===== src/hw/rtl/box_blur_3x3_edge_normalized_defines.svh =====
// assertion macros shared by the box blur rtl
// no dependencies; define ASSERT_OFF to compile the checks away
`ifndef BOX_BLUR_3X3_EDGE_NORMALIZED_DEFINES_SVH
`define BOX_BLUR_3X3_EDGE_NORMALIZED_DEFINES_SVH

`ifndef ASSERT_OFF

// property must hold at every clock edge out of reset
`define BBN_ASSERT(name, expr, msg) \
    name: assert property (@(posedge clk) disable iff (!rst_n) (expr)) else $error(msg);

// implication from one cycle to the next
`define BBN_ASSERT_NEXT(name, cond, expr, msg) \
    name: assert property (@(posedge clk) disable iff (!rst_n) (cond) |=> (expr)) else $error(msg);

`else

`define BBN_ASSERT(name, expr, msg)
`define BBN_ASSERT_NEXT(name, cond, expr, msg)

`endif

`endif


===== src/hw/rtl/bbn_pkg.sv =====
// shared types, constants and divide helpers for the box blur
// no dependencies
`timescale 1ns / 1ps

package bbn_pkg;

    localparam int SIZE_W        = 11;
    localparam int CFG_IDX_W     = 2;
    localparam int PIX_W         = 24;
    localparam int SUM_W         = 12;
    localparam int MAX_WIDTH_DEF = 1024;
    localparam int MAX_HEIGHT    = 1024;
    localparam int RECIP_W       = 14;
    localparam int RECIP_SHIFT   = 16;

    // configuration register indexes
    localparam logic [CFG_IDX_W-1:0] CFG_FRAME_WIDTH  = 2'd0;
    localparam logic [CFG_IDX_W-1:0] CFG_FRAME_HEIGHT = 2'd1;

    // neighbor count codes
    localparam logic [1:0] NDIV_4 = 2'd0;
    localparam logic [1:0] NDIV_6 = 2'd1;
    localparam logic [1:0] NDIV_9 = 2'd2;

    // which neighbors the output pixel takes
    typedef struct packed {
        logic emit;
        logic eof;
        logic use_top;
        logic use_bot;
        logic use_left;
        logic use_right;
    } bbn_tap_t;

    // window sums handed to the normalizer
    typedef struct packed {
        logic             eof;
        logic [1:0]       ncode;
        logic [SUM_W-1:0] red;
        logic [SUM_W-1:0] green;
        logic [SUM_W-1:0] blue;
    } bbn_sum_t;

    function automatic logic [3:0] ndiv_count(input logic [1:0] code);
        logic [3:0] n;
        case (code)
            NDIV_4:  n = 4'd4;
            NDIV_6:  n = 4'd6;
            NDIV_9:  n = 4'd9;
            default: n = 4'd4;
        endcase
        return n;
    endfunction

    // ceil(2^16 / (2n)), exact for numerators up to 2*2295+9
    function automatic logic [RECIP_W-1:0] ndiv_recip(input logic [1:0] code);
        logic [RECIP_W-1:0] k;
        case (code)
            NDIV_4:  k = 14'd8192;
            NDIV_6:  k = 14'd5462;
            NDIV_9:  k = 14'd3641;
            default: k = 14'd8192;
        endcase
        return k;
    endfunction

endpackage


===== src/hw/rtl/bbn_norm.sv =====
// rounded divide of window sums by neighbor count and result register
// depends on bbn_pkg
`timescale 1ns / 1ps

module bbn_norm
    import bbn_pkg::*;
(
    input  logic       clk,
    input  logic       rst_n,
    input  logic       sum_valid,
    input  bbn_sum_t   sum,
    output logic       s2_ready,
    output logic       out_valid,
    input  logic       out_stall,
    output logic [7:0] out_red,
    output logic [7:0] out_green,
    output logic [7:0] out_blue,
    output logic       end_of_frame
);

    localparam int NUM_W  = SUM_W + 1;
    localparam int PROD_W = NUM_W + RECIP_W;

    logic               s2_valid_reg;
    bbn_sum_t           s2_sum_reg;
    logic               out_valid_reg;
    logic [7:0]         red_reg, green_reg, blue_reg;
    logic               eof_reg;

    logic               out_ready;
    logic [3:0]         n;
    logic [RECIP_W-1:0] k;
    logic [PROD_W-1:0]  prod_r, prod_g, prod_b;

    assign out_ready = !out_valid_reg || !out_stall;
    assign s2_ready  = !s2_valid_reg || out_ready;

    assign n = ndiv_count(s2_sum_reg.ncode);
    assign k = ndiv_recip(s2_sum_reg.ncode);

    // (2s + n) / 2n by reciprocal multiply
    assign prod_r = PROD_W'({s2_sum_reg.red, 1'b0} + NUM_W'(n)) * PROD_W'(k);
    assign prod_g = PROD_W'({s2_sum_reg.green, 1'b0} + NUM_W'(n)) * PROD_W'(k);
    assign prod_b = PROD_W'({s2_sum_reg.blue, 1'b0} + NUM_W'(n)) * PROD_W'(k);

    always_ff @(posedge clk or negedge rst_n)
    begin
        if (!rst_n)
        begin
            s2_valid_reg  <= 1'b0;
            out_valid_reg <= 1'b0;
        end
        else
        begin
            if (s2_ready)
                s2_valid_reg <= sum_valid;
            if (out_ready)
                out_valid_reg <= s2_valid_reg;
        end
    end

    always_ff @(posedge clk)
    begin
        if (s2_ready && sum_valid)
            s2_sum_reg <= sum;
        if (out_ready && s2_valid_reg)
        begin
            red_reg   <= prod_r[RECIP_SHIFT +: 8];
            green_reg <= prod_g[RECIP_SHIFT +: 8];
            blue_reg  <= prod_b[RECIP_SHIFT +: 8];
            eof_reg   <= s2_sum_reg.eof;
        end
    end

    assign out_valid    = out_valid_reg;
    assign out_red      = red_reg;
    assign out_green    = green_reg;
    assign out_blue     = blue_reg;
    assign end_of_frame = eof_reg;

endmodule


===== config.mk =====
export PLATFORM = sky130hd
export DESIGN_NAME = bbn_norm
export DESIGN_NICKNAME = d
export VERILOG_FILES = /design/src/hw/rtl/box_blur_3x3_edge_normalized_defines.svh /design/src/hw/rtl/bbn_pkg.sv /design/src/hw/rtl/bbn_norm.sv
export SDC_FILE = /design/constraint.sdc
export NUM_CORES = 1
export LEC_CHECK = 0
export BUFFER_PORTS_ARGS = -buffer_cell sky130_fd_sc_hd__buf_4
export CAP_MARGIN = 20
export CORE_UTILIZATION = 30
export CTS_CLUSTER_DIAMETER = 40
export DETAILED_ROUTE_END_ITERATION = 16
export PLACE_DENSITY_LB_ADDON = 0.12
export SLEW_MARGIN = 20
export SYNTH_ARGS = -nofsm -noshare
export SYNTH_HDL_FRONTEND = slang
export SYNTH_SLANG_ARGS = --single-unit

===== constraint.sdc =====
create_clock -name clk -period 9.35 [get_ports clk]
set_input_delay 1.4025 -clock clk [delete_from_list [all_inputs] [get_ports clk]]
set_output_delay 1.4025 -clock clk [all_outputs]
set_load 0.03 [all_outputs]

# Word-level counts from Yosys, hierarchy flattened
# Index checks and enable logic that the tools add are counted.
[word_totals]
out_inout_bits = 27
ff_bits = 66
[op_classes]
mul = 3
n_eq_ne = 2
mux = 2
n_addsub = 3
n_reduce_logical = 7
[ops]
columns = ["op", "count"]
rows = [
  ["14-bit by 14-bit multiplier with 24-bit output", 3],
  ["13-bit by 4-bit adder with 14-bit output", 3],
  ["14-bit one-hot mux with 2 select lines", 1],
  ["4-bit one-hot mux with 2 select lines", 1],
  ["1-bit zero test", 3],
  ["2-bit by 1-bit equality test with 1-bit output (second input constant)", 1],
  ["2-bit equality test (second input constant)", 1],
  ["1-bit logical AND", 2],
  ["1-bit logical OR", 2],
]

# Logic depth before layout (Yosys ltp)
[depth]
depth_word = 4
depth_mapped = 33
ltp_nobuf = 31

# Least setup slack after synthesis
# Ideal clock, no wire load.
[synth_path]
kind = "flip-flop to flip-flop"
startpoint = "reg s2_sum_reg[36] in the netlist's numbering"
endpoint = "reg blue_reg[7] (netlist: out_blue[7]) (data pin)"
path_slack_ns = 1.559
setup_ns = 0.268
path_stages_with_launch = 29
arrival_time_ns = 7.523
cell_sequence = "edfxtp_1 inv_1 ha_1 buf_6 buf_12 inv_1 fa_1 nor2b_1 o21ai_1 a21oi_1 and3_1 xnor2_1 nor2b_1 inv_1 fa_1 inv_1 fa_1 fa_1 fa_1 fa_1 fa_1 ha_1 nor3_1 o211ai_1 a311o_1 a211oi_1 o21ai_0 a31oi_1 xnor3_1"
[synth_via]
elab_chain_len = 4
[synth_rtl]
columns = ["item", "line", "rtl"]
rows = [
  ["start, declared", "bbn_norm.sv:25", "bbn_sum_t s2_sum_reg;"],
  ["start signal, assigned", "bbn_norm.sv:65", "s2_sum_reg <= sum;"],
  ["2-bit equality test / 2-bit by 1-bit equality test with 1-bit output (equally long branches)", "bbn_pkg.sv:46, bbn_pkg.sv:58", ""],
  ["4-bit one-hot mux with 2 select lines", "bbn_pkg.sv:46", "case (code)"],
  ["13-bit by 4-bit adder with 14-bit output", "bbn_norm.sv:44", "assign prod_b = PROD_W'({s2_sum_reg.blue, 1'b0} + NUM_W'(n)) * PROD_W'(k);"],
  ["14-bit by 14-bit multiplier with 24-bit output *", "bbn_norm.sv:44", ""],
  ["net prod_b[23]", "bbn_norm.sv:33", "logic [PROD_W-1:0] prod_r, prod_g, prod_b;"],
  ["end signal, assigned", "bbn_norm.sv:70", "blue_reg <= prod_b[RECIP_SHIFT +: 8];"],
  ["end, declared", "bbn_norm.sv:27", "logic [7:0] red_reg, green_reg, blue_reg;"],
]
# Mark *: on every way through the listed nets, which the timed path passes. The rest lies on a longest branch.
# A chain may end at the register's enable or synchronous reset.

# Worst setup path in the final report
[layout_path]
startpoint = "reg s2_sum_reg[37] in the netlist's numbering"
endpoint = "reg blue_reg[7] (netlist: out_blue[7]) (data pin)"
# The elaborated chain is that of the path after synthesis.

==> metrics <==
status complete, no violations; share of the core filled with cells 33.7%; internal cell power 2.38 mW; Routed Antenna Nets 0; Yosys cell types 71; Routed WL 43,100 um; Mapped Nets 2,220; Setup Skew 20.9 ps; Tmin final 8280 ps; DRT iter0 DRCs 362; clk root buf clkbuf_16; Least-Margin Pin Slew 802 ps; prevailing post-synth register cell edfxtp_1; layout cells sized above 1 8.12%; H-tree depth 3; core area 54,100 sq um; Final Hold Vio Count 0; chip height 237 um; fin area 18,200 sq um; port buffer count 69; Final HPWL DP 38,400 um; Max FO, Critical Path 13; Worst setup EP type flop; CP startpoint kind flop; Data arrival, critical path 8410 ps; #FFs+latches synth 66; number of post-CTS setup repair buffers 0; Worst-path clk slew 90 ps; Synth Warn # 0; drt pass-1 iters 5; Die W 237 um; RD Place Congestion 0.849; Min-Delay Path Class flop to flop; vias per cell 4.43; post-route setup slack 1070 ps; Top-Level Pins 70; first-pass GRT wire length 68,600 um; CP Data Required Time 9480 ps; Place WS 969 ps; CTS sink cnt 66; Seq/Total Area, Yosys 11.9%; switching share of power 49.7%; maximum capacitance violations 0; Total Power 4.73 mW; Avg Inst Size Synth 10.3 sq um; clk_lat worst skew 390 ps; GRT overflow 0; Final setup viols 0; Post-synth EDFFs 64; max FFs per register 39; Std-Cell Rows 85; setup TNS 0 ps; FFs w/ async S/R, synth 3.03%; Clk pwr share 8.3%; total track usage 16.4%; drt drc 0; via count 10,600; f_max 121 MHz; Setup CP Type flop to flop; nets 2,293; die footprint 56,000 sq um; Pins Over Slew Limit 0; starting density of the core 30.5%; Final period util 88.6%; Psw 2.35 mW; cells after synthesis 1,609; Pleak 9.79 nW; relative slew slack 45.8%; CTS resizes 0; Placed Instance Area 17,900 sq um; Post-CTS Hold Buffers 0; Comb power frac 80.5%; Synth Cell Area 16,500 sq um; Placed Cells 2,367; pwr dens 260 nW/um^2; vias in the first global route 11,900; RSZ-0062 raised after global routing no; Bufs on Longest Clock Path 2; largest vdd supply drop 0.154 mV; Seq pwr share 11.2%; initial antenna violation count 2; Final Hold Slack 403 ps; CTS tree yes; Num CTS Buffers 9; # diodes 0; area grow syn2layout 10.4%; largest net degree at the start of global routing 40; post-route insts no fill 2,383; per-cell routed wire length 18.1 um
==> path summary, 6_finish.rpt <==
check                           depth (start not counted)           start  slack, ps            to
max in group asynchronous                               1           rst_n       8470  s2_valid_reg
worst min register to register                          0  s2_sum_reg[38]        400  end_of_frame
worst max register to register                         26  s2_sum_reg[37]       1070   out_blue[7]
min in group asynchronous                               1           rst_n        790     out_valid
worst min-delay path                                    0  s2_sum_reg[38]        400  end_of_frame
worst max-delay path                                   26  s2_sum_reg[37]       1070   out_blue[7]
==> cell usage after synthesis, drive strengths merged (11+ instances only) <==
| master | count | area (sq um) |
|---|---|---|
| nand3 | 15 | 75.1 |
| nand2b | 19 | 119 |
| a21o | 11 | 82.6 |
| a21oi | 32 | 160 |
| fa | 310 | 6210 |
| ha | 258 | 3230 |
| and3 | 13 | 82.6 |
| clkbuf | 15 | 56.3 |
| and2 | 28 | 175 |
| xnor2 | 79 | 707 |
| nor2 | 37 | 141 |
| edfxtp | 64 | 1920 |
| a211oi | 12 | 100 |
| xor2 | 27 | 244 |
| nand2 | 82 | 308 |
| nor2b | 33 | 206 |
| inv | 440 | 1650 |
| o21ai | 23 | 119 |
==> final cells by class <==
type / instances / area, sq um
fill: 5550 / 35900
multi-input combinational: 1081 / 12800
sequential: 66 / 1970
inverter: 441 / 1660
tap: 696 / 871
timing repair buffer: 83 / 623
clock buffer: 9 / 225
clock inverter: 7 / 81.3
==> layer usage <==
| layer | global-route usage (%) | wire [um] | vias up |
|---|---|---|---|
| met4 | 3.31 | 537 | 0 |
| met2 | 27.9 | 20800 | 115 |
| li1 | - | - | 5143 |
| met3 | 1.90 | 924 | 23 |
| met5 | 0 | 0 | - |
| met1 | 22.5 | 20800 | 5283 |
==> logic make-up after synthesis <==
kind of cell               after synthesis  share of synthesized area (%)
muxes                                    3                          0.189
DFF                                     66                           11.9
buffers and inverters                  462                           10.7
and+or+nand+nor                        270                           8.52
xor gates and xnor gates               108                           6.03
AOI/OAI and AO/OA                      132                           5.50
adders and majority gates              568                           57.1
==> power groups by stage <==
| stage | logic, mW | clock network, mW | registers, mW |
|---|---|---|---|
| 6_report | 3.81 | 0.393 | 0.531 |
| 5_1_grt | 4.43 | 0.416 | 0.541 |
| 4_1_cts | 3.91 | 0.411 | 0.535 |
| 3_5_place_dp | 3.87 | 0 | 0.539 |
| 3_3_place_gp | 3.88 | 0 | 0.539 |
| 2_1_floorplan | 2.77 | 0 | 0.640 |
==> layout by cell type, fill, tap and decap left out, types with 5 or more instances in the layout <==
master	instances
xnor2_1	77
a21o_1	11
a31oi_1	5
nor2b_1	33
and2_1	27
nor2_1	36
clkbuf_16	9
nor3_1	10
a21oi_1	32
ha_1	256
nand2_1	82
and3_1	12
xor2_1	26
fa_1	310
o21a_1	5
o21ai_0	20
a211oi_1	10
nand2b_1	19
a31o_2	10
inv_1	440
buf_4	83
o21bai_1	5
nand3_1	15
nand4_1	7
edfxtp_1	64
or2_2	9
==> worst max-delay path, stage by stage, from the launching register on <==
cell	delay, ps
edfxtp_1	390
inv_1	60
ha_1	200
buf_4	200
ha_1	220
fa_1	480
nor2b_1	170
o21ai_1	240
a21oi_1	160
xnor2_1	190
nor2_1	410
fa_1	540
fa_1	500
fa_1	510
inv_1	50
fa_1	530
inv_1	50
fa_1	460
fa_1	470
ha_1	310
and4_1	210
and2_1	150
a311o_1	350
a211oi_1	440
o21ai_0	250
a31oi_1	250
xnor3_1	240
(Power assumes the default switching activity.)
