===== src/hw/rtl/box_blur_3x3_edge_normalized_defines.svh =====
// assertion macros shared by the box blur rtl
// no dependencies; define ASSERT_OFF to compile the checks away
`ifndef BOX_BLUR_3X3_EDGE_NORMALIZED_DEFINES_SVH
`define BOX_BLUR_3X3_EDGE_NORMALIZED_DEFINES_SVH

`ifndef ASSERT_OFF

// property must hold at every clock edge out of reset
`define BBN_ASSERT(name, expr, msg) \
    name: assert property (@(posedge clk) disable iff (!rst_n) (expr)) else $error(msg);

// implication from one cycle to the next
`define BBN_ASSERT_NEXT(name, cond, expr, msg) \
    name: assert property (@(posedge clk) disable iff (!rst_n) (cond) |=> (expr)) else $error(msg);

`else

`define BBN_ASSERT(name, expr, msg)
`define BBN_ASSERT_NEXT(name, cond, expr, msg)

`endif

`endif


===== src/hw/rtl/bbn_pkg.sv =====
// shared types, constants and divide helpers for the box blur
// no dependencies
`timescale 1ns / 1ps

package bbn_pkg;

    localparam int SIZE_W        = 11;
    localparam int CFG_IDX_W     = 2;
    localparam int PIX_W         = 24;
    localparam int SUM_W         = 12;
    localparam int MAX_WIDTH_DEF = 1024;
    localparam int MAX_HEIGHT    = 1024;
    localparam int RECIP_W       = 14;
    localparam int RECIP_SHIFT   = 16;

    // configuration register indexes
    localparam logic [CFG_IDX_W-1:0] CFG_FRAME_WIDTH  = 2'd0;
    localparam logic [CFG_IDX_W-1:0] CFG_FRAME_HEIGHT = 2'd1;

    // neighbor count codes
    localparam logic [1:0] NDIV_4 = 2'd0;
    localparam logic [1:0] NDIV_6 = 2'd1;
    localparam logic [1:0] NDIV_9 = 2'd2;

    // which neighbors the output pixel takes
    typedef struct packed {
        logic emit;
        logic eof;
        logic use_top;
        logic use_bot;
        logic use_left;
        logic use_right;
    } bbn_tap_t;

    // window sums handed to the normalizer
    typedef struct packed {
        logic             eof;
        logic [1:0]       ncode;
        logic [SUM_W-1:0] red;
        logic [SUM_W-1:0] green;
        logic [SUM_W-1:0] blue;
    } bbn_sum_t;

    function automatic logic [3:0] ndiv_count(input logic [1:0] code);
        logic [3:0] n;
        case (code)
            NDIV_4:  n = 4'd4;
            NDIV_6:  n = 4'd6;
            NDIV_9:  n = 4'd9;
            default: n = 4'd4;
        endcase
        return n;
    endfunction

    // ceil(2^16 / (2n)), exact for numerators up to 2*2295+9
    function automatic logic [RECIP_W-1:0] ndiv_recip(input logic [1:0] code);
        logic [RECIP_W-1:0] k;
        case (code)
            NDIV_4:  k = 14'd8192;
            NDIV_6:  k = 14'd5462;
            NDIV_9:  k = 14'd3641;
            default: k = 14'd8192;
        endcase
        return k;
    endfunction

endpackage


===== src/hw/rtl/bbn_window.sv =====
// read-modify-write stage: line store write back, window shift, neighbor sums
// depends on bbn_pkg and the assertion macro header
`timescale 1ns / 1ps
`include "box_blur_3x3_edge_normalized_defines.svh"

module bbn_window
    import bbn_pkg::*;
#(
    parameter int MAX_WIDTH = MAX_WIDTH_DEF
) (
    input  logic                         clk,
    input  logic                         rst_n,
    input  logic                         take,
    input  bbn_tap_t                     tap,
    input  logic [PIX_W-1:0]             pix_in,
    input  logic [$clog2(MAX_WIDTH)-1:0] addr,
    output logic                         s1_ready,
    input  logic [2*PIX_W-1:0]           rd_data,
    output logic                         wr_en,
    output logic [$clog2(MAX_WIDTH)-1:0] wr_addr,
    output logic [2*PIX_W-1:0]           wr_data,
    input  logic                         s2_ready,
    output logic                         sum_valid,
    output bbn_sum_t                     sum
);

    localparam int ADDR_W = $clog2(MAX_WIDTH);

    logic              s1_valid_reg;
    bbn_tap_t          s1_tap_reg;
    logic [PIX_W-1:0]  s1_pix_reg;
    logic [ADDR_W-1:0] s1_addr_reg;
    logic [PIX_W-1:0]  win_l_reg [3];
    logic [PIX_W-1:0]  win_c_reg [3];

    logic              s1_move;
    logic [PIX_W-1:0]  pix_a [3][3];
    logic [2:0]        col_en;
    logic [2:0]        row_en;
    logic [SUM_W-1:0]  sum_r, sum_g, sum_b;
    logic              rows3, cols3;

    assign s1_move  = s1_valid_reg && (!s1_tap_reg.emit || s2_ready);
    assign s1_ready = !s1_valid_reg || s1_move;

    // upper takes old middle, middle takes the new pixel
    assign wr_en   = s1_move;
    assign wr_addr = s1_addr_reg;
    assign wr_data = {rd_data[PIX_W-1:0], s1_pix_reg};

    always_comb
    begin
        for (int r = 0; r < 3; r++)
        begin
            pix_a[0][r] = win_l_reg[r];
            pix_a[1][r] = win_c_reg[r];
        end
        pix_a[2][0] = rd_data[2*PIX_W-1:PIX_W];
        pix_a[2][1] = rd_data[PIX_W-1:0];
        pix_a[2][2] = s1_pix_reg;
    end

    assign col_en = {s1_tap_reg.use_right, 1'b1, s1_tap_reg.use_left};
    assign row_en = {s1_tap_reg.use_bot, 1'b1, s1_tap_reg.use_top};

    always_comb
    begin
        sum_r = '0;
        sum_g = '0;
        sum_b = '0;
        for (int c = 0; c < 3; c++)
        begin
            for (int r = 0; r < 3; r++)
            begin
                if (col_en[c] && row_en[r])
                begin
                    sum_r = sum_r + SUM_W'(pix_a[c][r][23:16]);
                    sum_g = sum_g + SUM_W'(pix_a[c][r][15:8]);
                    sum_b = sum_b + SUM_W'(pix_a[c][r][7:0]);
                end
            end
        end
    end

    assign rows3 = s1_tap_reg.use_top && s1_tap_reg.use_bot;
    assign cols3 = s1_tap_reg.use_left && s1_tap_reg.use_right;

    assign sum_valid = s1_move && s1_tap_reg.emit;
    always_comb
    begin
        sum.eof   = s1_tap_reg.eof;
        sum.ncode = {1'b0, rows3} + {1'b0, cols3};
        sum.red   = sum_r;
        sum.green = sum_g;
        sum.blue  = sum_b;
    end

    always_ff @(posedge clk or negedge rst_n)
    begin
        if (!rst_n)
            s1_valid_reg <= 1'b0;
        else if (s1_ready)
            s1_valid_reg <= take;
    end

    always_ff @(posedge clk)
    begin
        if (take && s1_ready)
        begin
            s1_tap_reg  <= tap;
            s1_pix_reg  <= pix_in;
            s1_addr_reg <= addr;
        end
        if (s1_move)
        begin
            for (int r = 0; r < 3; r++)
            begin
                win_l_reg[r] <= win_c_reg[r];
                win_c_reg[r] <= pix_a[2][r];
            end
        end
    end

    `BBN_ASSERT_NEXT(a_s1_hold, s1_valid_reg && !s1_move, s1_valid_reg && $stable(s1_addr_reg), "stalled line store request moved")
    `BBN_ASSERT(a_two_cols, !sum_valid || s1_tap_reg.use_left || s1_tap_reg.use_right, "blur window narrower than two columns")
    `BBN_ASSERT(a_take_ready, !take || s1_ready, "pixel taken with stage busy")

endmodule


===== config.mk =====
export PLATFORM = sky130hd
export DESIGN_NAME = bbn_window
export DESIGN_NICKNAME = d
export VERILOG_FILES = /design/src/hw/rtl/bbn_pkg.sv /design/src/hw/rtl/bbn_window.sv
export VERILOG_INCLUDE_DIRS = /design/src /design/src/hw/rtl
export SDC_FILE = /design/constraint.sdc
export NUM_CORES = 1
export LEC_CHECK = 0
export BUFFER_PORTS_ARGS = -buffer_cell sky130_fd_sc_hd__buf_2
export CAP_MARGIN = 20
export CORE_MARGIN = 2
export CORE_UTILIZATION = 62
export CTS_BUF_LIST = sky130_fd_sc_hd__clkbuf_4 sky130_fd_sc_hd__clkbuf_8
export DETAILED_ROUTE_END_ITERATION = 8
export HOLD_SLACK_MARGIN = 0.1
export PLACE_DENSITY_LB_ADDON = 0.08
export REMOVE_ABC_BUFFERS = 1
export SYNTH_ARGS = -nofsm -noshare
export SYNTH_HDL_FRONTEND = slang
export SYNTH_SLANG_ARGS = --single-unit

===== constraint.sdc =====
create_clock -name clk -period 24.1 [get_ports clk]
set_clock_uncertainty 0.1 [all_clocks]
set_input_delay 4.82 -clock clk [delete_from_list [all_inputs] [get_ports clk]]
set_output_delay 4.82 -clock clk [all_outputs]
set_load 0.1 [all_outputs]

After elaboration in Yosys (flattened, before gate mapping)
Memory sizes are Yosys's and may differ from the RTL's.
Cells that the tools add are included.
{"block": "word_totals", "reg_bits": 41, "ramBits": 144, "output_inout_bits": 100, "memories": 2}
{"block": "classes", "add_sub_neg": 25, "muxes": 26, "n_reduce_logical": 13}
{"memory": "win_c_reg", "depth": 3, "word_bits": 24, "rd": 3, "rd_clocked_by_memory_dff": 0, "wr": 3, "line": "bbn_window.sv:34", "source": "logic [PIX_W-1:0] win_c_reg [3];"}
{"memory": "win_l_reg", "depth": 3, "word_bits": 24, "rd": 3, "rd_clocked_by_memory_dff": 0, "wr": 3, "line": "bbn_window.sv:33", "source": "logic [PIX_W-1:0] win_l_reg [3];"}
{"operator": "adder 12 x 8 -> 12 bit", "count": 24}
{"operator": "two-way mux 12 bit", "count": 21}
{"operator": "two-way mux 8 bit", "count": 3}
{"operator": "logical AND 1 bit", "count": 9}
{"operator": "adder 1 x 1 -> 2 bit", "count": 1}
{"operator": "zero test 1 bit", "count": 2}
{"operator": "logical OR 1 bit", "count": 2}
{"operator": "two-way mux 1 bit", "count": 2}

Longest topological paths before layout
{"block": "logic_depth", "depth_word": 17, "depth_mapped": 52, "mapped_depth_nobuf": 48}

Worst setup path after synthesis
OpenSTA, ideal clock, no wires.
{"block": "synth_timing", "kind": "input-to-output", "start": "input s2_ready", "end": "output wr_en", "t_arrival_ns": 17.343, "required_ns": 19.180, "setup_slack_ns": 1.837, "stages": 2, "path_buffers": 0, "path_cell_list": "inv_1 > a21boi_0"}
{"block": "synth_between", "elab_chain_cells": 2}
{"item": "from (decl)", "line": "bbn_window.sv:22", "source": "input logic s2_ready,"}
{"item": "logical OR 1 bit", "line": "bbn_window.sv:43", "source": "assign s1_move = s1_valid_reg && (!s1_tap_reg.emit || s2_ready);"}
{"item": "logical AND 1 bit", "line": "bbn_window.sv:43"}
{"item": "to (decl)", "line": "bbn_window.sv:19", "source": "output logic wr_en,"}
No other way between the ends.

==> flow_summary.ini <==
[worst_setup_path]
r2r_start = s1_tap_reg[5]
slowest_delay_ps = 600
crit_required_ps = 19180
r2r_slack_ps = 21400
critPathKind = reg -> out
cp_max_fo = 74
cp-start-kind = flip-flop
worst_path_max_delay_cell = buf_4
crit_path_start = row_en[0]
worstSetupEndpointType = primary output
worstPathArrival_ps = 10360

[logic_synthesis]
ys_warn_count = 0
synthMuxAreaShare = 0.0431
synth.yosys.seq_area_share = 0.335
synth_xor_area_frac = 0.0906
syn_area_per_cell_um2 = 9.64
synth_top_area_share = 0.333
synth_top_family_by_area = adder cells
synth_cells = 1721
yosys.cell_types.count = 85
synth_edf_count = 184
yosys.area_share.adder = 0.176
synth_area_mm2 = 0.0166
synthArstFlopShare = 0.00541
synth_simple_gate_area_share = 0.124
synthTopCellsByArea = edfxtp_1 (33%), ha_1 (15%), xnor2_1 (5.5%), a21oi_1 (3.9%), o21ai_0 (3.3%)
synth_ff_type = edfxtp_1
synth_seq_cells = 185
synth_top_cell_by_area = edfxtp_1
synth_compound_area_frac = 0.171

[cells_and_area]
syn_to_final_growth_pct = 8.12
fin_nets = 2163
stdcell_count = 2202
final_common_cell = ha_1
most-common-layout-cells = ha_1 (193), buf_2 (191), edfxtp_1 (184)
layout-drive-gt1-share = 0.162

[routing]
firstDrtPassIters = 6
antenna_left = 0
drt_wl_total_mm = 38.6
drcViolationCount = 0
dr_total_vias = 12900
drt_iter0_markers = 708
vias_per_cell = 5.86
wire_per_inst_um = 17.5

[pwr]
p_comb_frac = 0.747
powerDensity_mw_per_mm2 = 133
total_power_mw = 2.38
p_int_mw = 1.05
p_clk_frac = 0.088
switching_share = 0.561
switching_power_mw = 1.34
ir_drop_mv = 0.211
p_leak_nw = 8.01
seq_power_share = 0.166

[clock_network]
htreeDepth = 4
holdBufCountCts = 0
cts_inserted_buffers = 17
postCtsSetupBuffers = 0
cts.sinks = 185
clkTransAtPathRegs_ps = 110
cts_tree = built
root_buffer = clkbuf_8
clock_path_buffers = 2
clk_latency_ps = 480
cts_resized = 0

[global_routing]
antenna_found_initial = 2
grt_pass1_wl_mm = 62.0
grt_pass1_vias = 12800
overflow = 0
grt_use_total = 0.276
grt_max_degree = 87

[hold_path]
min_from = win_c_reg[0][28]
hold_class = reg -> reg

[sta]
setup_viol = 0
max_slew_margin = 0.348
tns_ps = 0
report.final.slew_viol_count = 0
finalCritPeriodShare = 0.634
hold_violations = 0
grt_setup_unrepaired = false
tightest_slew_ps = 975
clock.fmax_mhz = 65.4
post-route-min-period_ps = 15280

[placed_design]
finalWeightedCongestion = 0.912
place_hpwl_mm = 29.5
placed_cells = 2168
io_buffers = 191

[floorplan]
dieWidth_um = 168
row_count = 59
dieHeight_um = 168
start_util = 0.635
coreArea_mm2 = 0.0261
ios = 192
fp.dieArea_mm2 = 0.0281

[run_status]
status = finished clean

[job]
drv_cap = 0
==> synthesized netlist by cell type, drive strengths merged (26+ instances only) <==
library cell  count
a21o             43
a21oi           132
buf              61
clkbuf           28
edfxtp          184
ha              193
inv             127
mux2             30
mux2i            36
nand2           109
nor2            123
nor2b            52
o21a             38
o21ai           122
o21bai           26
xnor2           111
xor2             52
==> worst paths after layout <==
| check | cells after the start | to |
|---|---|---|
| worst max-delay path | 47 | sum[11] |
| worst min-delay path | 0 | win_l_reg[0][28] |
| worst max register to register | 4 | win_c_reg[0][20] |
| worst min register to register | 0 | win_l_reg[0][28] |
| max in group asynchronous | 1 | s1_valid_reg |
| min in group asynchronous | 1 | s1_valid_reg |
==> kinds of logic (layout without fill, tap and decap cells) <==
kind of cell | after synthesis | count (layout)
simple gates | 422 | 422
fa+ha+maj | 220 | 220
other cells | 0 | 1
buf+inv | 217 | 362
flops | 185 | 185
mux | 66 | 66
xor+xnor | 163 | 163
compound gates | 448 | 448
==> critical path: cells and delay by family, from the launching register on <==
kind	cells	cell delay, ps
adder cells (fa/ha/maj)	8	2600
AO/OA/AOI/OAI	13	2420
XOR/XNOR	8	1400
buffers and inverters	6	1330
AND/OR/NAND/NOR	9	1180
multiplexers	3	560
flip-flops	1	340
==> cell type report <==
class	count	area (um2)
inverter	128	480
fill	2043	8200
antenna	1	2.50
sequential	185	5550
timing repair buffer	203	1070
clock inverter	12	119
tap	335	419
multi-input combinational	1319	10000
clock buffer	19	249
==> power by group through the flow <==
stage / clock [mW] / combinational, mW / sequential, mW
final: 0.209 / 1.78 / 0.395
after global placement: 0 / 1.71 / 0.402
after floorplan: 0 / 1.44 / 0.434
after CTS: 0.212 / 1.77 / 0.395
after global routing: 0.223 / 1.94 / 0.397
after detailed placement: 0 / 1.76 / 0.402
==> stage by stage <==
stage          hold WS [ps]  utilization  setup slack (ps)  cell area (um2)
2_1_floorplan           333            -              1840            16100
3_3_place_gp            342        0.671              9690            17500
3_5_place_dp            346        0.671              9410            17500
4_1_cts                 371        0.685              8850            17900
5_1_grt                 390        0.686              7930            17900
6_report                372        0.686              8820            17900
==> layer usage <==
layer,vias up,track usage,wire (um)
met5,-,0,13
met3,68,0.0449,2290
met4,2,0.0900,970
met1,6080,0.351,16600
li1,6361,-,-
met2,398,0.483,18700
Note: power is estimated with default switching activity, not from simulation.
