## src/hw/rtl/box_blur_3x3_edge_normalized_defines.svh

```systemverilog
// assertion macros shared by the box blur rtl
// no dependencies; define ASSERT_OFF to compile the checks away
`ifndef BOX_BLUR_3X3_EDGE_NORMALIZED_DEFINES_SVH
`define BOX_BLUR_3X3_EDGE_NORMALIZED_DEFINES_SVH

`ifndef ASSERT_OFF

// property must hold at every clock edge out of reset
`define BBN_ASSERT(name, expr, msg) \
    name: assert property (@(posedge clk) disable iff (!rst_n) (expr)) else $error(msg);

// implication from one cycle to the next
`define BBN_ASSERT_NEXT(name, cond, expr, msg) \
    name: assert property (@(posedge clk) disable iff (!rst_n) (cond) |=> (expr)) else $error(msg);

`else

`define BBN_ASSERT(name, expr, msg)
`define BBN_ASSERT_NEXT(name, cond, expr, msg)

`endif

`endif

```

## src/hw/rtl/bbn_pkg.sv

```systemverilog
// shared types, constants and divide helpers for the box blur
// no dependencies
`timescale 1ns / 1ps

package bbn_pkg;

    localparam int SIZE_W        = 11;
    localparam int CFG_IDX_W     = 2;
    localparam int PIX_W         = 24;
    localparam int SUM_W         = 12;
    localparam int MAX_WIDTH_DEF = 1024;
    localparam int MAX_HEIGHT    = 1024;
    localparam int RECIP_W       = 14;
    localparam int RECIP_SHIFT   = 16;

    // configuration register indexes
    localparam logic [CFG_IDX_W-1:0] CFG_FRAME_WIDTH  = 2'd0;
    localparam logic [CFG_IDX_W-1:0] CFG_FRAME_HEIGHT = 2'd1;

    // neighbor count codes
    localparam logic [1:0] NDIV_4 = 2'd0;
    localparam logic [1:0] NDIV_6 = 2'd1;
    localparam logic [1:0] NDIV_9 = 2'd2;

    // which neighbors the output pixel takes
    typedef struct packed {
        logic emit;
        logic eof;
        logic use_top;
        logic use_bot;
        logic use_left;
        logic use_right;
    } bbn_tap_t;

    // window sums handed to the normalizer
    typedef struct packed {
        logic             eof;
        logic [1:0]       ncode;
        logic [SUM_W-1:0] red;
        logic [SUM_W-1:0] green;
        logic [SUM_W-1:0] blue;
    } bbn_sum_t;

    function automatic logic [3:0] ndiv_count(input logic [1:0] code);
        logic [3:0] n;
        case (code)
            NDIV_4:  n = 4'd4;
            NDIV_6:  n = 4'd6;
            NDIV_9:  n = 4'd9;
            default: n = 4'd4;
        endcase
        return n;
    endfunction

    // ceil(2^16 / (2n)), exact for numerators up to 2*2295+9
    function automatic logic [RECIP_W-1:0] ndiv_recip(input logic [1:0] code);
        logic [RECIP_W-1:0] k;
        case (code)
            NDIV_4:  k = 14'd8192;
            NDIV_6:  k = 14'd5462;
            NDIV_9:  k = 14'd3641;
            default: k = 14'd8192;
        endcase
        return k;
    endfunction

endpackage

```

## src/hw/rtl/bbn_ctrl.sv

```systemverilog
// raster position, frame size registers and input handshake
// depends on bbn_pkg and the assertion macro header
`timescale 1ns / 1ps
`include "box_blur_3x3_edge_normalized_defines.svh"

module bbn_ctrl
    import bbn_pkg::*;
#(
    parameter int MAX_WIDTH = MAX_WIDTH_DEF
) (
    input  logic                          clk,
    input  logic                          rst_n,
    input  logic                          cfg_write_en,
    input  logic [CFG_IDX_W-1:0]          cfg_index,
    input  logic [SIZE_W-1:0]             cfg_data,
    input  logic                          in_valid,
    output logic                          in_stall,
    input  logic                          command,
    input  logic                          s1_ready,
    output logic                          take,
    output logic [$clog2(MAX_WIDTH)-1:0]  col,
    output bbn_tap_t                      tap
);

    localparam int ADDR_W = $clog2(MAX_WIDTH);
    localparam int CMP_W  = (ADDR_W > SIZE_W) ? ADDR_W : SIZE_W;
    localparam int ROW_W  = SIZE_W + 1;
    localparam int LIM_W  = (MAX_WIDTH < 2047) ? MAX_WIDTH : 2047;
    localparam int LIM_H  = (MAX_HEIGHT < 2047) ? MAX_HEIGHT : 2047;
    localparam int RST_W  = (LIM_W < 640) ? LIM_W : 640;
    localparam int RST_H  = (LIM_H < 480) ? LIM_H : 480;

    logic [SIZE_W-1:0] w_reg, w_next;
    logic [SIZE_W-1:0] h_reg, h_next;
    logic [ADDR_W-1:0] col_reg, col_next;
    logic [ROW_W-1:0]  row_reg, row_next;
    logic              draining_reg, draining_next;

    logic [CMP_W-1:0]  col_ext;
    logic [CMP_W-1:0]  w_ext;
    logic [ROW_W-1:0]  h_ext;
    logic              case_a;
    logic              case_b;
    logic              last_col;
    logic              last_pixel;

    function automatic logic [SIZE_W-1:0] clamp_size(input logic [SIZE_W-1:0] v,
                                                     input logic [SIZE_W-1:0] lim);
        logic [SIZE_W-1:0] r;
        if (v < SIZE_W'(2))
            r = SIZE_W'(2);
        else if (v > lim)
            r = lim;
        else
            r = v;
        return r;
    endfunction

    assign in_stall = !s1_ready;
    assign take     = in_valid && s1_ready && (command == draining_reg);
    assign col      = col_reg;

    assign col_ext  = CMP_W'(col_reg);
    assign w_ext    = CMP_W'(w_reg);
    assign h_ext    = ROW_W'(h_reg);
    assign last_col = (col_ext == w_ext - CMP_W'(1));

    // first column of row r closes row r-2; later columns close row r-1
    assign case_a = (col_reg == '0) && (row_reg >= ROW_W'(2));
    assign case_b = (col_reg != '0) && (row_reg >= ROW_W'(1));

    always_comb
    begin
        tap.emit      = case_a || case_b;
        tap.eof       = case_a && (row_reg == h_ext + ROW_W'(1));
        tap.use_top   = case_a ? (row_reg >= ROW_W'(3)) : (row_reg >= ROW_W'(2));
        tap.use_bot   = case_a ? (row_reg <= h_ext) : (row_reg < h_ext);
        tap.use_left  = case_a || (col_reg >= ADDR_W'(2));
        tap.use_right = case_b;
    end

    assign last_pixel = !draining_reg && (row_reg == h_ext - ROW_W'(1)) && last_col;

    always_comb
    begin
        w_next        = w_reg;
        h_next        = h_reg;
        col_next      = col_reg;
        row_next      = row_reg;
        draining_next = draining_reg;
        if (cfg_write_en && (cfg_index == CFG_FRAME_WIDTH || cfg_index == CFG_FRAME_HEIGHT))
        begin
            if (cfg_index == CFG_FRAME_WIDTH)
                w_next = clamp_size(cfg_data, SIZE_W'(LIM_W));
            else
                h_next = clamp_size(cfg_data, SIZE_W'(LIM_H));
            col_next      = '0;
            row_next      = '0;
            draining_next = 1'b0;
        end
        else if (take)
        begin
            if (tap.eof)
            begin
                col_next      = '0;
                row_next      = '0;
                draining_next = 1'b0;
            end
            else
            begin
                if (last_pixel)
                    draining_next = 1'b1;
                if (last_col)
                begin
                    col_next = '0;
                    row_next = row_reg + ROW_W'(1);
                end
                else
                begin
                    col_next = col_reg + ADDR_W'(1);
                end
            end
        end
    end

    always_ff @(posedge clk or negedge rst_n)
    begin
        if (!rst_n)
        begin
            w_reg        <= SIZE_W'(RST_W);
            h_reg        <= SIZE_W'(RST_H);
            col_reg      <= '0;
            row_reg      <= '0;
            draining_reg <= 1'b0;
        end
        else
        begin
            w_reg        <= w_next;
            h_reg        <= h_next;
            col_reg      <= col_next;
            row_reg      <= row_next;
            draining_reg <= draining_next;
        end
    end

    `BBN_ASSERT(a_col_in_frame, col_ext < w_ext, "column counter ran past frame width")
    `BBN_ASSERT(a_drain_row, draining_reg == (row_reg >= h_ext), "drain flag out of step with row")
    `BBN_ASSERT(a_eof_drain, !(take && tap.eof) || draining_reg, "frame end outside drain phase")

endmodule

```

## config.mk

```make
export PLATFORM = sky130hd
export DESIGN_NAME = bbn_ctrl
export DESIGN_NICKNAME = d
export VERILOG_FILES = /design/src/hw/rtl/bbn_pkg.sv /design/src/hw/rtl/bbn_ctrl.sv
export VERILOG_INCLUDE_DIRS = /design/src /design/src/hw/rtl
export SDC_FILE = /design/constraint.sdc
export NUM_CORES = 1
export LEC_CHECK = 0
export ABC_AREA = 1
export BUFFER_PORTS_ARGS = -buffer_cell sky130_fd_sc_hd__buf_2
export CORE_ASPECT_RATIO = 1.75
export CORE_UTILIZATION = 45
export CTS_BUF_LIST = sky130_fd_sc_hd__clkbuf_4 sky130_fd_sc_hd__clkbuf_8
export DETAILED_ROUTE_END_ITERATION = 7
export GPL_ROUTABILITY_DRIVEN = 0
export SYNTH_ARGS = -nofsm -noshare
export SYNTH_HDL_FRONTEND = slang
export SYNTH_SLANG_ARGS = --single-unit
```

## constraint.sdc

```tcl
create_clock -name clk -period 2.4 [get_ports clk]
set_input_delay 0.48 -clock clk [delete_from_list [all_inputs] [get_ports clk]]
set_output_delay 0.48 -clock clk [all_outputs]
set_load 0.005 [all_outputs]
```

; ---- Yosys cells after proc, flatten, opt, wreduce, memory -nomap -nowiden
; Index checks and enable logic that the tools add are counted.
[totals]
output_inout_bits = 18
reg_bits = 45
elab_cells = 63
in_bits = 19
[op_classes]
n_addsub = 5
n_mux = 16
n_lt_le_gt_ge = 8
eq_ne = 5
bitwise_logic = 1
n_reduce_logical = 23
[ops]
columns = op, n
row1 = 2-to-1 mux 12 bit, 4
row2 = 2-to-1 mux 10 bit, 4
row3 = equality test 12 bit, 2
row4 = ">= comparator 12 x 2 -> 1 bit, second input constant", 2
row5 = 2-to-1 mux 11 bit, 2
row6 = "adder 11 x 1 -> 12 bit, second input constant", 1
row7 = "adder 12 x 1 -> 12 bit, second input constant", 1
row8 = ">= comparator 12 x 1 -> 1 bit, second input constant", 1
row9 = less-or-equal comparator 12 x 11 -> 1 bit, 1
row10 = less-than comparator 12 x 11 -> 1 bit, 1
row11 = "subtractor 11 x 1 -> 12 bit, second input constant", 1
row12 = equality test 10 x 11 -> 1 bit, 1
row13 = "> comparator 11 bit, second input constant", 1
row14 = "less-than comparator 11 x 2 -> 1 bit, second input constant", 1
row15 = "subtractor 11 x 1 -> 11 bit, second input constant", 1
row16 = "adder 10 x 1 -> 10 bit, second input constant", 1
row17 = ">= comparator 10 x 2 -> 1 bit, second input constant", 1
row18 = logical NOT 10 bit, 1
row19 = nonzero test 10 bit, 1
row20 = logical AND 1 bit, 8
row21 = AND reduction 2 bit, 4
row22 = 2-to-1 mux 1 bit, 6
row23 = nonzero test 3 bit, 2
row24 = logical OR 1 bit, 3
row25 = 6 further kinds, 7

; ---- Depth between registers and ports, before layout
; Gate-level depths: netlist of the first run.
[logic_depth]
depth_word = 8
depth_mapped = 16
mapped_depth_nobuf = 15

; ---- Least setup slack after synthesis of the first run
; OpenSTA, ideal clock, no wires.
[synth_timing]
path_type = register to output
startpoint = register h_reg[6]
endpoint = output tap[2] (netlist bit)
path_buffers = 1
path_stages_with_launch = 6
arrival_time_ns = 1.490
required_ns = 1.920
setup_slack_ns = 0.430
path_cell_list = dfstp_2 -> buf_2 -> inv_1 -> ha_1 -> nand4_1 -> o41ai_1
[synth_lines]
columns = element, line
row1 = from (decl), bbn_ctrl.sv:34  ; logic [SIZE_W-1:0] h_reg, h_next;
row2 = from (signal assigned), bbn_ctrl.sv:131  ; h_reg <= SIZE_W'(RST_H);
row3 = from (signal assigned), bbn_ctrl.sv:139  ; h_reg <= h_next;
row4 = to (decl), bbn_ctrl.sv:22  ; output bbn_tap_t tap

==> results of run 1 <==
-- Yosys cell counts (all sizes together), types with 2 or more instances --
| master | count |
|---|---|
| clkbuf | 6 |
| a21oi | 11 |
| xor2 | 22 |
| a21boi | 2 |
| nand2 | 203 |
| ha | 21 |
| nor4 | 2 |
| nor2 | 81 |
| nand3b | 2 |
| a211oi | 2 |
| nand4 | 24 |
| nor3 | 5 |
| nand3 | 50 |
| dfstp | 6 |
| buf | 10 |
| dfrtp | 39 |
| inv | 79 |
| o21ai | 30 |
| or2 | 4 |
| xnor2 | 5 |
-- cell type report --
cell class | count | area, µm²
timing repair buffer | 73 | 480.5
sequential | 45 | 1141
fill | 906 | 3832
inverter | 79 | 299.0
multi-input combinational | 471 | 2618
clock buffer | 8 | 97.59
tap | 117 | 146.4
-- worst paths after layout --
| kind | from | endpoint | cells after the start |
|---|---|---|---|
| max | h_reg[5]$_DFFE_PN1P_ | tap[4] | 10 |
| min | rst_n | w_ext[2]$_DFFE_PN0P_ | 1 |
| max reg2reg | h_reg[5]$_DFFE_PN1P_ | row_reg[11]$_DFFE_PN0P_ | 15 |
| min reg2reg | w_ext[9]$_DFFE_PN1P_ | w_ext[9]$_DFFE_PN1P_ | 2 |
| max in group asynchronous | rst_n | row_reg[5]$_DFFE_PN0P_ | 2 |
| min in group clk | cfg_index[0] | w_ext[9]$_DFFE_PN1P_ | 4 |
-- where the power goes --
group / leakage [nW] / internal [mW] / switching, mW
clock: 0.0523 / 0.258 / 0.268
sequential: 0.579 / 0.848 / 0.0924
combinational: 1.90 / 0.448 / 0.691
total: 2.54 / 1.55 / 1.05
-- metal layers --
| layer | routed length (µm) | up-vias | share of wire |
|---|---|---|---|
| li1 | - | 2065 | - |
| met1 | 4317 | 1911 | 0.36 |
| met2 | 6798 | 97 | 0.56 |
| met3 | 265 | 36 | 0.022 |
| met4 | 699 | 0 | 0.058 |
| met5 | 0 | - | 0 |
-- per-stage QoR --
stage,instances,hold slack (ps)
after floorplan,611,184.4
after global placement,769,488.9
after detailed placement,769,495.8
after CTS,786,164.6
after global routing,793,197.7
final,793,152.5
-- placed cells by master, fill, tap and decap left out, drive strengths merged --
cell type  count
nand3b         2
a211oi         2
o21ai         30
dfstp          6
buf           73
o211ai         1
nand3         50
o21a           1
a21o           1
a21oi         11
clkbuf         8
inv           79
nor4           2
dfrtp         39
o22ai          1
nor3           5
ha            21
a31oi          1
nand2        203
and2           1
o41ai          1
nand4         24
a21boi         2
xnor2          5
nor2          81
or2            4
xor2          22
-- timing repair --
action / CTS / global route
pin swaps: 9 / 11
setup buffers: 9 / 7
hold buffers: 0 / 0
setup endpoints to repair: 24 / 4
resized for setup: 27 / 18
-- worst register-to-register path, delay by kind of cell (launching register included) --
kind | cells | cell delay, ps
buf+inv | 2 | 240
flops | 1 | 570
simple gates | 13 | 1290
-- cells by family after synthesis --
| logic type | count (synthesis) | share of synthesized area |
|---|---|---|
| AOI/OAI and AO/OA | 51 | 0.07024 |
| xor gates and xnor gates | 27 | 0.05953 |
| adders and majority gates | 21 | 0.06614 |
| buffers and inverters | 95 | 0.09669 |
| DFF | 45 | 0.2854 |
| and+or+nand+nor | 372 | 0.4220 |
==> flow_summary.ini, run 1 <==
[run_status]
outcome = complete, but fails checks
violations = negative setup slack

[timing]
setup_ws_ps = -79.18
worstMarginPinSlew_ps = 584.5
slew_headroom = 0.6094
slew_viol_final = 0
fmax_ghz = 0.4034
finalHoldViolCount = 0
rsz0062_at_grt = yes
fin_worst_skew_ps = 10.52
tns_ps = -139.6
min_period_ps = 2479
period_share = 1.033
setup_viol = 2

[global_route]
met3_usage = 0.02701
use_met1 = 0.2852
grt-busiest-layer = met2
grtUsageTotal = 0.2813
antenna_found_initial = 0
grt_pass1_vias = 4137
grt_max_degree = 27
grt_pass1_wl_mm = 19.60
use_met2 = 0.5202
grt_overflow = 0

[worst_setup_path]
cp-end-kind = output port
critical_path.max_fanout = 4
cp_slowest_cell = dfstp_2
crit_buf_inv = 2
setup.worst_path.class = reg2out
max_stage_delay_ps = 570
crit_top_cell = nor2_4
critPathArrivalTime_ps = 2000
critPathLaunchType = register
crit_family = simple AND/OR/NAND/NOR gates
cp.required_ps = 1920
rrSetupSlack_ps = 200
cp_cell_sequence = buf_4, nand2_2, nor2_4, nand2_1, nand2_1, nand2_2, nor2_4, nand3_2, nor2_4, buf_6

[min_path]
hp-class = in2async

[synthesis]
synth_edf_count = 0
synth_cell_types = 40
synth_seq_area_share = 0.2854
yosysWarnings = 0
yosys.area.top_type_share = 0.2457
yosys_most_used_dff = dfrtp_1
synth_fp_nets = 651
syn_inst = 611
synth_area_leaders = dfrtp_1 25%, nand2_1 18%, inv_1 7.3%, ha_1 6.6%, nor2_1 6.6%
synth_seq_cells = 45
syn_area_per_cell_um2 = 6.502
yosysTopAreaCell = dfrtp_1
syn-cell-area_um2 = 3973
async_flop_share = 1.000

[die]
die_area_um2 = 9222
rows = 45
start_util = 0.4611
io_pins = 37
die_h_um = 126.3
dieWidth_um = 73.03
core_um2 = 8615

[placement]
placed_area_um2 = 4382
place.port_buffers = 36
hpwl_mm = 9.543
pre_cts_slack_ps = -149.6

[layout]
synthToLayoutAreaGrowth_pct = 20.38
nNetsFinal = 715
final_layout_size_suffix_gt1_frac = 0.2322
fin_util = 0.5551
fin_area_um2 = 4782
largest_reg_flops = 12
antenna_cells = 0

[clock_network]
numCtsBuffers = 5
clock_latency_ps = 310
clkTransAtPathRegs_ps = 80
htree_levels = 2
tritoncts = yes
cts_sinks = 45
cts_root_buf = clkbuf_8
clk_path_buf_depth = 2

[detailed_routing]
drt_wl_total_mm = 12.08
drt_iter0_markers = 214
ant_nets = 0
num_vias = 4109
drc = 0
firstDrtPassIters = 4
routed_via_density = 5.182
wire_per_inst_um = 15.23

[flow_run]
drv_cap = 0

[power_and_ir_drop]
leakagePower_nw = 2.536
power_mw = 2.605
p_per_area_nw_per_um2 = 544.8
ir_worst_vdd_mv = 0.3474
Power figures use the tool's default switching activity.
==> run 2: changes to the inputs <==
PLACE_DENSITY = 0.7   (was not set)
RECOVER_POWER = 25   (was not set)
==> run 2 against run 1 <==
Against the previous run:
- non-clock buffer count down 10
- via count increased by 0.46%
- die area stayed put
- sequential cell count unchanged
- sequential power is 5.1% higher
- clock skew fell by 5.8 ps
- routed wire length fell by 4.5%
- the run still ends with negative setup slack left
- final cell count fell by 1.3%
- worst hold slack better by 130 ps
- sequential share of layout area increased by 0.60 points
- largest cell class unchanged
- global-route usage down 0.84 points
==> flow_summary.ini, run 2 (same netlist as run 1, synthesis figures left out) <==
[die]
dieWidth_um = 73.03
start_util = 0.4611
die_area_um2 = 9222
io_pins = 37
rows = 45
core_um2 = 8615
die_h_um = 126.3

[layout]
final_layout_size_suffix_gt1_frac = 0.2177
nFillCells = 844
fin_area_um2 = 4686
layout.cells.most_common = nand2_1
largest_reg_flops = 12
antenna_cells = 0
nNetsFinal = 705
synthToLayoutAreaGrowth_pct = 17.95
most-common-layout-cells = 183 x nand2_1, 71 x inv_1, 66 x nor2_1

[run_status]
outcome = complete, but fails checks
violations = negative setup slack

[worst_setup_path]
crit_family = compound AO/OA/AOI/OAI gates
crit_buf_inv = 2
cp-end-kind = output port
critPathArrivalTime_ps = 1980
setup.worst_path.class = reg2out
cp.required_ps = 1920
cp_slowest_cell = dfstp_2
cp_cell_sequence = inv_2, ha_4, a21oi_2, nor2_1, a211oi_2, o211ai_1, o41ai_2, buf_2
critPathLaunchType = register
max_stage_delay_ps = 570
critical_path.max_fanout = 3

[clock_network]
hold_buffers = 0
clk_path_buf_depth = 2
clock_latency_ps = 310
cts_root_buf = clkbuf_8
numCtsBuffers = 5
cts_sinks = 45
htree_levels = 2
tritoncts = yes
clkTransAtPathRegs_ps = 80

[power_and_ir_drop]
switching_share = 0.4080
clockPowerShare = 0.207
combPwrFrac = 0.408
leakagePower_nw = 2.489
p_per_area_nw_per_um2 = 546.6
power.switching_mw = 1.045
ir_worst_vdd_mv = 0.4251
p_int_mw = 1.516
p_seq_frac = 0.386

[global_route]
use_met2 = 0.4967
grt_pass1_wl_mm = 19.30
antenna_found_initial = 0
grt-busiest-layer = met2
grt_pass1_vias = 4139
met3_usage = 0.02859
grt_overflow = 0
grt_max_degree = 26
grtUsageTotal = 0.2729
use_met1 = 0.2769

[timing]
worstMarginPinSlew_ps = 921.5
rsz0062_at_grt = yes
fin_worst_skew_ps = 4.752
slew_headroom = 0.3857
finalHoldViolCount = 0
period_share = 1.024
fmax_ghz = 0.4070
setup_viol = 1
slew_viol_final = 0
min_period_ps = 2457
setup_ws_ps = -57.07

[detailed_routing]
drt_iter0_markers = 266
num_vias = 4128
ant_nets = 0
wire_per_inst_um = 14.73
routed_via_density = 5.272
drt_wl_total_mm = 11.54
firstDrtPassIters = 5
drc = 0

[flow_run]
drv_cap = 0

[placement]
hpwl_mm = 8.962
pre_cts_slack_ps = 93.64
placed_area_um2 = 4302
place.port_buffers = 36

[min_path]
hp-class = in2async
-- run 2: changes by cell type in the layout (fill, tap and decap cells not counted), sizes merged --
cell	before	now
buf	73	61
clkbuf	8	9
clkinv	0	1
-- run 2: area by class of cell --
class	count	area (µm²)	area share
clock buffer	7	96.34	0.02056
clock inverter	1	5.005	0.001068
inverter	79	304.0	0.06489
multi-input combinational	471	2597	0.5543
sequential	45	1146	0.2446
tap	117	146.4	0.03124
timing repair buffer	63	390.4	0.08331
-- run 2: through the flow --
step	utilization	setup TNS (ps)	power, mW	hold WS [ps]	cells
final	0.5439	-57.07	2.561	278.8	783
after global routing	0.5439	-232.4	2.757	327.1	783
after CTS	0.5300	-71.53	2.512	75.74	777
after detailed placement	0.4993	0	1.918	416.6	760
after global placement	0.4993	0	1.892	411.9	760
after floorplan	-	0	1.626	184.4	611
-- run 2: worst register-to-register path, stage by stage (launching register included) --
cell and delay, ps:
dfrtp_1 390, inv_2 90, ha_1 190, or2_2 290, nor2_1 100, nand2_1 110, nand2_4 130, nor2_2 50
nand3_2 80, nor2_4 50, buf_4 130, nor2_4 120, buf_4 220, nand4_1 120, nand2_1 80
-- run 2: power by group through the flow --
stage / combinational, mW / sequential [mW] / clock (mW)
after floorplan: 0.673 / 0.953 / 0
after global placement: 0.898 / 0.993 / 0
after detailed placement: 0.920 / 0.998 / 0
after CTS: 0.985 / 0.980 / 0.548
after global routing: 1.19 / 1.00 / 0.565
final: 1.04 / 0.988 / 0.529
-- run 2: path summary, 6_finish.rpt --
path	end	start	depth (start not counted)	slack, ps
setup / recovery	tap[2]	h_reg[5]$_DFFE_PN1P_	8	-60
setup reg to reg	row_reg[5]$_DFFE_PN0P_	row_reg[0]$_DFFE_PN0P_	14	190
hold reg to reg	w_ext[9]$_DFFE_PN1P_	w_ext[9]$_DFFE_PN1P_	2	500
min in group clk	w_ext[9]$_DFFE_PN1P_	cfg_index[0]	4	420
hold / removal	w_ext[4]$_DFFE_PN0P_	rst_n	1	280
max in group asynchronous	h_reg[2]$_DFFE_PN0P_	rst_n	2	1020
-- run 2: what timing repair did --
action                     CTS  global route
pin swaps                   12            13
buffers inserted             9             6
gates resized for setup     20            25
setup endpoints to repair    4            15
-- run 2: layer usage --
metal  vias up  wire length (µm)
met5         -                 0
met4         0               829
met3        62               284
met2       114              6232
met1      1903              4189
li1       2049                 -
